<file path="src/rtl/lfu_pkg.sv">
// ----------------------------------------------------------------------------
// lfu_pkg: shared types and constants
// Sizes, handshake payloads and cell control structs for the lfu cache table.
// ----------------------------------------------------------------------------
`default_nettype none

package lfu_pkg;

    localparam int ENTRIES    = 16;
    localparam int KEY_BITS   = 32;
    localparam int DATA_BITS  = 32;
    localparam int COUNT_BITS = 16;
    localparam int IDX_BITS   = (ENTRIES > 1) ? $clog2(ENTRIES) : 1;
    localparam int OCC_BITS   = $clog2(ENTRIES + 1);
    localparam int CAP_BITS   = 5;

    localparam logic [CAP_BITS-1:0]   CAP_RESET = CAP_BITS'(16);
    localparam logic [COUNT_BITS-1:0] COUNT_MAX = {COUNT_BITS{1'b1}};

    localparam logic CMD_GET = 1'b0;
    localparam logic CMD_PUT = 1'b1;

    typedef struct packed {
        logic                        cmd;
        logic [KEY_BITS-1:0]         key;
        logic signed [DATA_BITS-1:0] write_value;
    } in_t;

    typedef struct packed {
        logic                        hit;
        logic signed [DATA_BITS-1:0] read_value;
        logic                        evicted;
        logic [KEY_BITS-1:0]         evicted_key;
    } out_t;

    typedef enum logic [1:0] {
        OP_NOP,
        OP_TOUCH,
        OP_INSERT
    } cell_op_t;

    // broadcast from the controller to every cell
    typedef struct packed {
        cell_op_t             op;
        logic [IDX_BITS-1:0]  target;
        logic [IDX_BITS-1:0]  ref_rank;
        logic                 age_all;
        logic                 write_data;
        logic [KEY_BITS-1:0]  key;
        logic [DATA_BITS-1:0] data;
    } cell_cmd_t;

    typedef struct packed {
        logic                 valid;
        logic                 match;
        logic [IDX_BITS-1:0]  rank;
        logic [DATA_BITS-1:0] data;
    } cell_stat_t;

    // running eviction candidate handed from cell to cell
    typedef struct packed {
        logic                  found;
        logic [COUNT_BITS-1:0] count;
        logic [IDX_BITS-1:0]   rank;
        logic [IDX_BITS-1:0]   idx;
        logic [KEY_BITS-1:0]   key;
    } cand_t;

endpackage

`default_nettype wire

</file>
<file path="src/rtl/lfu_cache_table.sv">
// ----------------------------------------------------------------------------
// lfu_cache_table: key-value cache with lfu replacement and lru tie break
// Row of entry cells under a small controller.
// ----------------------------------------------------------------------------
// Usage:
//   in_valid/in_ready carry a get or put transaction (in_data), out_valid/
//   out_ready carry one result transaction (out_data) per input.
//   cfg_write_en/cfg_write_data set the capacity limit; write only when idle.
// Timing:
//   a hit, a get miss or a put miss with free room passes the lookup state
//   and then the send state. A put miss at full capacity scans the cell row
//   for the victim: the candidate travels one cell per cycle. One transaction
//   is in work at a time; in_ready is high only in the idle state.
// Reset:
//   all entries invalid, occupancy 0, capacity limit 16.
// Stall:
//   a finished result waits in the output register while out_ready is low;
//   the next transaction is taken as soon as the controller is back in idle.
// ----------------------------------------------------------------------------
`default_nettype none

module lfu_cache_table (
    input  wire                               clk,
    input  wire                               rst_n,
    input  wire                               in_valid,
    output logic                              in_ready,
    input  wire  lfu_pkg::in_t                in_data,
    output logic                              out_valid,
    input  wire                               out_ready,
    output lfu_pkg::out_t                     out_data,
    input  wire                               cfg_write_en,
    input  wire  [lfu_pkg::CAP_BITS-1:0]      cfg_write_data
);

    typedef enum logic [3:0] {
        ST_IDLE = 4'b0001,
        ST_LOOK = 4'b0010,
        ST_SCAN = 4'b0100,
        ST_SEND = 4'b1000
    } state_t;

    state_t                          state_reg, state_next;
    lfu_pkg::in_t                    req_reg, req_next;
    lfu_pkg::out_t                   res_reg, res_next;
    lfu_pkg::out_t                   out_data_reg, out_data_next;
    logic                            out_valid_reg, out_valid_next;
    logic [lfu_pkg::CAP_BITS-1:0]    cap_reg, cap_next;
    logic [lfu_pkg::OCC_BITS-1:0]    occ_reg, occ_next;
    logic [lfu_pkg::OCC_BITS-1:0]    scan_cnt_reg, scan_cnt_next;

    lfu_pkg::cell_cmd_t              cell_cmd;
    lfu_pkg::cell_stat_t             stat [lfu_pkg::ENTRIES];
    lfu_pkg::cand_t                  cand [lfu_pkg::ENTRIES+1];

    logic                            hit;
    logic [lfu_pkg::IDX_BITS-1:0]    found_idx;
    logic [lfu_pkg::IDX_BITS-1:0]    found_rank;
    logic [lfu_pkg::DATA_BITS-1:0]   found_data;
    logic [lfu_pkg::IDX_BITS-1:0]    free_idx;
    logic [lfu_pkg::OCC_BITS-1:0]    cap_eff;
    lfu_pkg::cand_t                  victim;

    assign cand[0] = '0;

    for (genvar g = 0; g < lfu_pkg::ENTRIES; g++)
    begin : g_cell
        lfu_cell u_cell (
            .clk      (clk),
            .rst_n    (rst_n),
            .cell_idx (lfu_pkg::IDX_BITS'(g)),
            .look_key (req_reg.key),
            .cmd      (cell_cmd),
            .cand_in  (cand[g]),
            .cand_out (cand[g+1]),
            .stat     (stat[g])
        );
    end

    assign victim = cand[lfu_pkg::ENTRIES];

    // first matching entry and first free entry
    always_comb
    begin
        hit        = 1'b0;
        found_idx  = '0;
        found_rank = '0;
        found_data = '0;
        free_idx   = '0;
        for (int i = lfu_pkg::ENTRIES - 1; i >= 0; i--)
        begin
            if (stat[i].match)
            begin
                hit        = 1'b1;
                found_idx  = lfu_pkg::IDX_BITS'(i);
                found_rank = stat[i].rank;
                found_data = stat[i].data;
            end
            if (!stat[i].valid)
                free_idx = lfu_pkg::IDX_BITS'(i);
        end
    end

    assign cap_eff = (cap_reg > lfu_pkg::CAP_BITS'(lfu_pkg::ENTRIES)) ?
                     lfu_pkg::OCC_BITS'(lfu_pkg::ENTRIES) : lfu_pkg::OCC_BITS'(cap_reg);

    always_comb
    begin
        state_next     = state_reg;
        req_next       = req_reg;
        res_next       = res_reg;
        out_data_next  = out_data_reg;
        out_valid_next = out_valid_reg;
        occ_next       = occ_reg;
        scan_cnt_next  = scan_cnt_reg;
        cap_next       = cfg_write_en ? cfg_write_data : cap_reg;

        cell_cmd            = '0;
        cell_cmd.op         = lfu_pkg::OP_NOP;
        cell_cmd.key        = req_reg.key;
        cell_cmd.data       = req_reg.write_value;

        if (out_valid_reg && out_ready)
            out_valid_next = 1'b0;

        unique case (state_reg)
            ST_IDLE:
            begin
                if (in_valid)
                begin
                    req_next   = in_data;
                    state_next = ST_LOOK;
                end
            end
            ST_LOOK:
            begin
                res_next   = '0;
                state_next = ST_SEND;
                if (hit)
                begin
                    cell_cmd.op         = lfu_pkg::OP_TOUCH;
                    cell_cmd.target     = found_idx;
                    cell_cmd.ref_rank   = found_rank;
                    cell_cmd.write_data = (req_reg.cmd == lfu_pkg::CMD_PUT);
                    res_next.hit        = 1'b1;
                    if (req_reg.cmd == lfu_pkg::CMD_GET)
                        res_next.read_value = found_data;
                end
                else if (req_reg.cmd == lfu_pkg::CMD_PUT && cap_eff != '0)
                begin
                    if (occ_reg >= cap_eff)
                    begin
                        scan_cnt_next = '0;
                        state_next    = ST_SCAN;
                    end
                    else
                    begin
                        cell_cmd.op      = lfu_pkg::OP_INSERT;
                        cell_cmd.target  = free_idx;
                        cell_cmd.age_all = 1'b1;
                        occ_next         = occ_reg + lfu_pkg::OCC_BITS'(1);
                    end
                end
            end
            ST_SCAN:
            begin
                // the candidate is registered in every cell on its way to the row end
                if (scan_cnt_reg == lfu_pkg::OCC_BITS'(lfu_pkg::ENTRIES))
                begin
                    cell_cmd.op          = lfu_pkg::OP_INSERT;
                    cell_cmd.target      = victim.idx;
                    cell_cmd.ref_rank    = victim.rank;
                    res_next             = '0;
                    res_next.evicted     = 1'b1;
                    res_next.evicted_key = victim.key;
                    state_next           = ST_SEND;
                end
                else
                    scan_cnt_next = scan_cnt_reg + lfu_pkg::OCC_BITS'(1);
            end
            ST_SEND:
            begin
                if (!out_valid_reg || out_ready)
                begin
                    out_data_next  = res_reg;
                    out_valid_next = 1'b1;
                    state_next     = ST_IDLE;
                end
            end
            default:
            begin
                state_next = ST_IDLE;
            end
        endcase
    end

    always_ff @(posedge clk or negedge rst_n)
    begin
        if (!rst_n)
        begin
            state_reg     <= ST_IDLE;
            out_valid_reg <= 1'b0;
            cap_reg       <= lfu_pkg::CAP_RESET;
            occ_reg       <= '0;
            scan_cnt_reg  <= '0;
        end
        else
        begin
            state_reg     <= state_next;
            out_valid_reg <= out_valid_next;
            cap_reg       <= cap_next;
            occ_reg       <= occ_next;
            scan_cnt_reg  <= scan_cnt_next;
        end
    end

    always_ff @(posedge clk)
    begin
        req_reg      <= req_next;
        res_reg      <= res_next;
        out_data_reg <= out_data_next;
    end

    assign in_ready  = (state_reg == ST_IDLE);
    assign out_valid = out_valid_reg;
    assign out_data  = out_data_reg;

endmodule

`default_nettype wire

</file>
<file path="src/rtl/lfu_cell.sv">
// ----------------------------------------------------------------------------
// lfu_cell: one entry of the lfu cache table
// Holds key, data, use count and recency rank; compares the lookup key and
// passes the best eviction candidate so far on to the next cell.
// ----------------------------------------------------------------------------
`default_nettype none

module lfu_cell (
    input  wire                              clk,
    input  wire                              rst_n,
    input  wire  [lfu_pkg::IDX_BITS-1:0]     cell_idx,
    input  wire  [lfu_pkg::KEY_BITS-1:0]     look_key,
    input  wire  lfu_pkg::cell_cmd_t         cmd,
    input  wire  lfu_pkg::cand_t             cand_in,
    output lfu_pkg::cand_t                   cand_out,
    output lfu_pkg::cell_stat_t              stat
);

    logic                             valid_reg, valid_next;
    logic [lfu_pkg::KEY_BITS-1:0]     key_reg, key_next;
    logic [lfu_pkg::DATA_BITS-1:0]    data_reg, data_next;
    logic [lfu_pkg::COUNT_BITS-1:0]   count_reg, count_next;
    logic [lfu_pkg::IDX_BITS-1:0]     rank_reg, rank_next;
    lfu_pkg::cand_t                   cand_reg, cand_next;
    logic                             is_target;
    logic                             take_me;

    assign is_target = (cmd.target == cell_idx);

    always_comb
    begin
        valid_next = valid_reg;
        key_next   = key_reg;
        data_next  = data_reg;
        count_next = count_reg;
        rank_next  = rank_reg;
        case (cmd.op)
            lfu_pkg::OP_TOUCH:
            begin
                if (is_target)
                begin
                    rank_next = '0;
                    if (count_reg != lfu_pkg::COUNT_MAX)
                        count_next = count_reg + lfu_pkg::COUNT_BITS'(1);
                    if (cmd.write_data)
                        data_next = cmd.data;
                end
                else if (valid_reg && rank_reg < cmd.ref_rank)
                    rank_next = rank_reg + lfu_pkg::IDX_BITS'(1);
            end
            lfu_pkg::OP_INSERT:
            begin
                if (is_target)
                begin
                    valid_next = 1'b1;
                    key_next   = cmd.key;
                    data_next  = cmd.data;
                    count_next = lfu_pkg::COUNT_BITS'(1);
                    rank_next  = '0;
                end
                else if (valid_reg && (cmd.age_all || rank_reg < cmd.ref_rank))
                    rank_next = rank_reg + lfu_pkg::IDX_BITS'(1);
            end
            default:
            begin
            end
        endcase
    end

    // lowest count wins, older entry on equal count
    assign take_me = valid_reg &&
                     (!cand_in.found || count_reg < cand_in.count ||
                      (count_reg == cand_in.count && rank_reg > cand_in.rank));

    always_comb
    begin
        cand_next = cand_in;
        if (take_me)
        begin
            cand_next.found = 1'b1;
            cand_next.count = count_reg;
            cand_next.rank  = rank_reg;
            cand_next.idx   = cell_idx;
            cand_next.key   = key_reg;
        end
    end

    always_ff @(posedge clk or negedge rst_n)
    begin
        if (!rst_n)
        begin
            valid_reg <= 1'b0;
            cand_reg  <= '0;
        end
        else
        begin
            valid_reg <= valid_next;
            cand_reg  <= cand_next;
        end
    end

    always_ff @(posedge clk)
    begin
        key_reg   <= key_next;
        data_reg  <= data_next;
        count_reg <= count_next;
        rank_reg  <= rank_next;
    end

    assign cand_out   = cand_reg;
    assign stat.valid = valid_reg;
    assign stat.match = valid_reg && (key_reg == look_key);
    assign stat.rank  = rank_reg;
    assign stat.data  = data_reg;

endmodule

`default_nettype wire

</file>
<file path="config.mk">
export PLATFORM = sky130hd
export DESIGN_NAME = lfu_cache_table
export DESIGN_NICKNAME = d
export VERILOG_FILES = /design/src/rtl/lfu_pkg.sv /design/src/rtl/lfu_cache_table.sv /design/src/rtl/lfu_cell.sv
export SDC_FILE = /design/constraint.sdc
export NUM_CORES = 2
export LEC_CHECK = 0
export ABC_AREA = 1
export BUFFER_PORTS_ARGS = -buffer_cell sky130_fd_sc_hd__buf_2
export CAP_MARGIN = 20
export CORE_ASPECT_RATIO = 1.25
export CORE_MARGIN = 10
export CORE_UTILIZATION = 50
export CTS_BUF_LIST = sky130_fd_sc_hd__clkbuf_8 sky130_fd_sc_hd__clkbuf_16
export CTS_CLUSTER_SIZE = 30
export DETAILED_ROUTE_END_ITERATION = 8
export GPL_TIMING_DRIVEN = 0
export PLACE_DENSITY = 0.66
export REMOVE_ABC_BUFFERS = 1
export SYNTH_ARGS = -nofsm -noshare
export SYNTH_HDL_FRONTEND = slang
export SYNTH_SLANG_ARGS = --single-unit
</file>
<file path="constraint.sdc">
create_clock -name clk -period 7.8 [get_ports clk]
set_input_delay 0 -clock clk [delete_from_list [all_inputs] [get_ports clk]]
set_output_delay 0 -clock clk [all_outputs]
set_load 0.05 [all_outputs]
</file>
## After elaboration in Yosys (flattened, before gate mapping)

Index checks and enable logic that the tools add are counted.

- Flip-flop bits (word level): 2472
- Input port bits: 75
- Output and inout port bits: 68
- Word-level logic and storage cells: 952

- Add/sub/neg operators: 34
- Order comparisons: 48
- Eq/ne operators: 157
- Mux-type cells: 320
- Bitwise gates (word level): 2
- Reductions and logical operators: 217

Operators by type and width:

| kind | count |
|---|---|
| two-way mux 32 bit | 50 |
| one-hot mux 32 bit (2 select lines) | 16 |
| two-way mux 57 bit | 15 |
| two-way mux 16 bit | 48 |
| == test 32 bit | 16 |
| one-hot mux 16 bit (2 select lines) | 16 |
| two-way mux 4 bit | 119 |
| adder 16 x 1 -> 16 bit, second input constant | 16 |
| inequality test 16 bit, second input constant | 16 |
| == test 16 bit | 15 |
| less-than comparator 16 bit | 15 |
| one-hot mux 66 bit (2 select lines) | 1 |
| AND reduction 4 bit | 33 |
| one-hot mux 4 bit (2 select lines) | 16 |
| inequality test 2 x 1 -> 1 bit, second input constant | 48 |
| inequality test 3 x 1 -> 1 bit, second input constant | 32 |
| logical AND 1 bit | 80 |
| two-way mux 66 bit | 1 |
| adder 4 x 1 -> 4 bit, second input constant | 16 |
| less-than comparator 4 bit | 16 |
| greater-than comparator 4 bit | 15 |
| AND reduction 3 bit | 17 |
| logical OR 1 bit | 47 |
| two-way mux 40 bit | 1 |
| other kinds (27) | 113 |

## Depth between registers and ports, before layout

- Depth after elaboration: 26
- Mapped depth: 38
- Gate-level depth less buffers: 35

## Cells and area by module

From an unflattened synthesis, not the netlist that was laid out.

- Cell total of the unflattened synthesis: 11500
- Area, all modules: 116724.4 sq um

By module, submodules not included:

| module | instances | cells an instance | area each (sq um) | seq. area each (sq um) |
|---|---|---|---|---|
| lfu_cell (g_cell[0].u_cell ...) | 10 | 640 | 6553.8 | 3973.8 |
| lfu_cell (g_cell[4].u_cell ...) | 4 | 643 | 6531.3 | 3973.8 |
| lfu_cache_table | 1 | 1253 | 12086.6 | 6418.7 |
| lfu_cell (g_cell[8].u_cell) | 1 | 640 | 6493.7 | 3973.8 |
| lfu_cell (g_cell[9].u_cell) | 1 | 635 | 6481.2 | 3973.8 |

## Worst setup path before layout

OpenSTA, ideal clock, no wires.

- Path kind: register to register
- From: register req_reg, in the netlist cell_cmd[46]
- To: register g_cell[4].u_cell.data_reg[0] in the netlist's numbering (enable)
- Setup time: 461 ps
- Data arrival time: 5344 ps
- Required time: 7339 ps
- Setup slack: 1995 ps
- Cell stages (with the launch flop): 24
- Path buffers: 3
- Clock period less this slack: 5805 ps
- Cell sequence: edfxtp_1 > buf_2 > inv_2 > buf_4 > o22ai_1 > nor4_1 > nand3_1 > nor2_4 > inv_2 > nand2_2 > inv_2 > nand2_1 > nor2_2 > nand2_4 > inv_2 > nand2_1 > nand2_1 > inv_1 > ha_1 > clkbuf_1 > nor2_1 > inv_1 > nand2_1 > nor3_1

- Word-level cells in the longest chain between the ends: 23
- Elaborated cells between the ends (all ways): 76
- Those cells by class: 22 x eq/ne; 36 x mux; 18 x reduce/logical

RTL lines:

| element | RTL line | RTL |
|---|---|---|
| start: declaration | lfu_cache_table.sv:43 | `lfu_pkg::in_t req_reg, req_next;` |
| start signal: assignment | lfu_cache_table.sv:218 | `req_reg <= req_next;` |
| == test 32 bit | lfu_cell.sv:112 | `assign stat.match = valid_reg && (key_reg == look_key);` |
| logical AND 1 bit | lfu_cell.sv:112 |  |
| two-way mux 4 bit / two-way mux 1 bit (equally long branches) (16 in series) | lfu_cache_table.sv:91 | `if (stat[i].match)` |
| two-way mux 6 bit | lfu_cache_table.sv:138 | `if (hit)` |
| one-hot mux 10 bit (2 select lines) | lfu_cache_table.sv:125 | `unique case (state_reg)` |
| == test 4 x 3 -> 1 bit (tied with other cells) | lfu_cell.sv:28 | `assign is_target = (cmd.target == cell_idx);` |
| inequality test 2 x 1 -> 1 bit (no source line) (tied with other cells) | -- |  |
| AND reduction 4 bit (no source line) (*) | -- |  |
| end signal: assignment | lfu_cell.sv:105 | `data_reg <= data_next;` |
| end: declaration | lfu_cell.sv:21 | `logic [lfu_pkg::DATA_BITS-1:0] data_reg, data_next;` |

Every way passes the cells marked *; elsewhere a longest branch is shown, timed or not.
A chain may end at the register's enable or synchronous reset.

## Final worst setup path

- From: register req_reg, in the netlist cell_cmd[49]
- To: register g_cell[5].u_cell.data_reg[26] in the netlist's numbering (enable)

- Word-level cells in the longest chain between the ends: 23
- Elaborated cells between the ends (all ways): 76
- Those cells by class: 22 x eq/ne; 36 x mux; 18 x reduce/logical

RTL lines:

| element | RTL line |
|---|---|
| == test 32 bit | lfu_cell.sv:112 |
| logical AND 1 bit | lfu_cell.sv:112 |
| two-way mux 4 bit / two-way mux 1 bit (equally long branches) (16 in series) | lfu_cache_table.sv:91 |
| two-way mux 6 bit | lfu_cache_table.sv:138 |
| one-hot mux 10 bit (2 select lines) | lfu_cache_table.sv:125 |
| == test 4 x 3 -> 1 bit (tied with other cells) | lfu_cell.sv:28 |
| inequality test 2 x 1 -> 1 bit (no source line) (tied with other cells) | -- |
| AND reduction 4 bit (no source line) (*) | -- |
| end signal: assignment | lfu_cell.sv:105 |
| end: declaration | lfu_cell.sv:21 |

Marks and branches as above.

==> impl_metrics.csv <==
group,metric,value,unit
clock_network,clk_pin_slew_worst_paths,0.06,ns
floorplanning,core_area,216000,µm²
clock_network,cts_buffers,239,
clock_network,clockBufferDepth,4,
outcome,status,"completed",
timing,post-route-period-util,98.99,%
timing,fin_ws,0.07882,ns
floorplanning,die_h,540.4,µm
routing,firstDrtPassIters,6,
clock_network,h-tree-depth,4,
routing,first_iter_violations,7477,
timing,setup_viol,0,
cells_and_area,area_delta_synth_final,15.41,%
routing,vias,77817,
synth,yosysMostFrequentCell,"nand2_1",
synth,postSynthCellCount,10269,
global_route,grt_pass1_vias,77745,
run,max_cap_violations,0,
timing,max_freq,129.5,MHz
floorplanning,die_w,436.3,µm
synth,syn_area,108300,µm²
clock_network,clock-sinks,2457,
synth,synth_area_leaders,"edfxtp_1 (43%), dfrtp_1 (21%), nand2_1 (7.6%), o21ai_0 (4.7%), inv_1 (4.7%)",
worst_setup_path,cp-start-kind,"flip-flop",
synth,ys_ff_latch,2457,
routing,routedWlPerCell,23.54,µm
placed_design,dp.cells,13073,
clock_network,cts_tree,"built",
synth,synth_top_area_cell,"edfxtp_1",
synth,syn_area_per_cell,10.55,µm²
synth,synth_common_cells,"nand2_1 (2,202), edfxtp_1 (1,541), inv_1 (1,349)",
worst_hold_path,hold_class,"input pin to flip-flop",
global_route,grt_max_degree,123,
routing,ant_nets,0,
global_route,gr-usage-all-layers,26.65,%
worst_setup_path,worstSetupPathType,"flip-flop to flip-flop",
synth,async_flop_share,37.28,%
floorplanning,start_util,50.14,%
placed_design,post-place-ws,-2.322,ns
global_route,overflow,0,
synth,synthFlopType,"edfxtp_1",
global_route,antenna_found_initial,7,
routing,drcViolationCount,0,
cells_and_area,largest_reg_flops,880,
synth,synth_seq_area_share,63.88,%
synth,ys_types,70,
clock_network,clk_latency,0.92,ns
worst_setup_path,endpoint_kind,"flip-flop",
power,fin_total_pwr,39130,µW
timing,worst_pin_slew,1.123,ns
worst_setup_path,r2r-end,"g_cell[5].u_cell.data_reg[26]",
power,peakVddDrop,0.0002557,V
placed_design,dp.final_hpwl,220000,µm
worst_setup_path,ff2ff_path_depth,25,
timing,setup_tns,0,ns
routing,wl,322600,µm
worst_hold_path,holdCritStartpoint,"out_ready",
cells_and_area,instances_no_fill,13701,
floorplanning,rows,191,
worst_setup_path,reg2reg_slack,0.08,ns
placed_design,gp_congestion,0.8921,
synth,synth-edff-count,1541,
timing,max_slew_margin,24.54,%
cells_and_area,layout.nets,11066,
power,powerDensity,313.0,nW/µm²
worst_setup_path,crit_fanout,40,
synth,yosysWarnings,0,
worst_setup_path,crit_required,8.38,ns
floorplanning,die_area,235800,µm²
routing,viasPerCell,5.680,
timing,rsz0062_at_grt,"no",
worst_setup_path,startpoint,"cell_cmd[49]",
timing,fin_crit,7.721,ns
timing,timing.final.max_slew_violations,0,
floorplanning,io_pins,143,
placed_design,port_buffers,142,
synth,synthDominantCellAreaShare,42.72,%
power,p_leak,0.05342,µW
worst_setup_path,worstPathArrival,8.30,ns
timing,finClkSkew,0.09331,ns
timing,hold_viol,0,
worst_hold_path,whs_path_depth,5,
cells_and_area,postLayoutCoreUtil,57.87,%
worst_setup_path,r2r-start,"cell_cmd[49]",
worst_hold_path,min_to,"out_valid",
clock_network,clockRootBuffer,"clkbuf_16",
global_route,grt_pass1_wl,481400,µm
cells_and_area,layout-drive-gt1-share,8.878,%
-- routing by layer --
| metal | routed length [µm] | up-vias | GRT usage (%) |
|---|---|---|---|
| li1 | - | 35481 | - |
| met1 | 121200 | 38106 | 32.45 |
| met2 | 158400 | 3323 | 45.82 |
| met3 | 23240 | 897 | 4.029 |
| met4 | 19640 | 10 | 13.93 |
| met5 | 79 | - | 0 |
-- kinds of logic (layout without fill, tap and decap cells) --
logic type / Yosys count / after routing / synth area share (%)
XOR/XNOR: 153 / 153 / 1.237
buffers and inverters: 1798 / 2330 / 6.450
other: 0 / 4 / 0
AO/OA/AOI/OAI: 2039 / 2039 / 10.55
AND/OR/NAND/NOR: 3399 / 3400 / 13.04
adder cells (fa/ha/maj): 390 / 390 / 4.505
multiplexers: 33 / 33 / 0.3430
flip-flops: 2457 / 2457 / 63.88
-- area by class of cell --
type / count / area (µm²)
fillers: 17555 / 91010
flip-flops and latches: 2457 / 69200
multi-input cells: 6015 / 32700
clock buffers: 268 / 6402
repair buffers: 489 / 6226
inverters: 1399 / 5313
well taps: 2895 / 3622
clock inverters: 174 / 1551
diodes: 4 / 10.01
-- worst max-delay path: stages (launching register included) --
cell and delay (ns):
edfxtp_1 0.65, buf_8 0.26, inv_2 0.61, o22ai_1 0.20, nor2_1 0.14, nand2_1 0.07
nor4_1 0.30, nand3_1 0.28, nor2_4 0.54, buf_12 0.28, inv_4 0.24, nand2_1 0.25
nor4_4 0.07, nand2_4 0.11, inv_2 0.08, nand2_1 0.29, nand2_1 0.18, inv_1 0.09
ha_1 0.48, buf_16 0.22, nor2_4 0.08, inv_6 0.29, nand2_2 0.31, buf_16 0.26
nor2_4 0.58, buf_12 0.27
-- power breakdown --
group          leakage (µW)  switching, µW  internal, µW
Combinational        0.0241           5840          3050
Sequential           0.0252           1600         16900
Clock               0.00412           5050          6720
-- metrics by stage --
stage	instance area [µm²]	hold WS, ns
3_3_place_gp	110900	0.1770
3_5_place_dp	115100	-0.03712
5_1_grt	125000	0.09112
2_1_floorplan	106600	-0.2956
6_report	125000	0.1176
4_1_cts	124800	0.03226
-- layout by cell type (no fill, tap or decap), types with 61 or more instances in the layout --
cell,count
buf_16,88
xor2_1,89
nor2_1,518
nor4_1,75
o211ai_1,61
o22ai_1,162
a21oi_1,512
nor3_1,167
dlygate4sd3_1,156
nand3_1,174
dfrtp_1,913
clkbuf_16,241
edfxtp_1,1541
nand2_1,2183
inv_1,1401
nand4_1,101
buf_2,141
ha_1,389
xnor2_1,64
o21ai_0,1017
o2111ai_1,69
-- worst max path at each step --
| stage | to | slack, ns | cells past startpoint |
|---|---|---|---|
| final | g_cell[5].u_cell.data_reg[26] | 0.08 | 25 |
| after global routing | g_cell[4].u_cell.data_reg[0] | 0.02 | 23 |
| after CTS | g_cell[9].u_cell.rank_reg[2] | 0.09 | 25 |
| after detailed placement | g_cell[6].u_cell.data_reg[4] | -2.32 | 28 |
| after global placement | g_cell[11].u_cell.key_reg[17] | -14.51 | 17 |
| after floorplan | g_cell[0].u_cell.valid_reg | -2.18 | 19 |
-- timing repair --
action | CTS | global route
gates cloned | 0 | 1
hold buffers | 157 | 0
gates resized for setup | 21 | 3
endpoints found under the setup margin | 1511 | 113
setup buffers | 14 | 7
pin swaps | 4 | 2
hold endpoints to repair | 340 | 0
(Power assumes the default switching activity.)
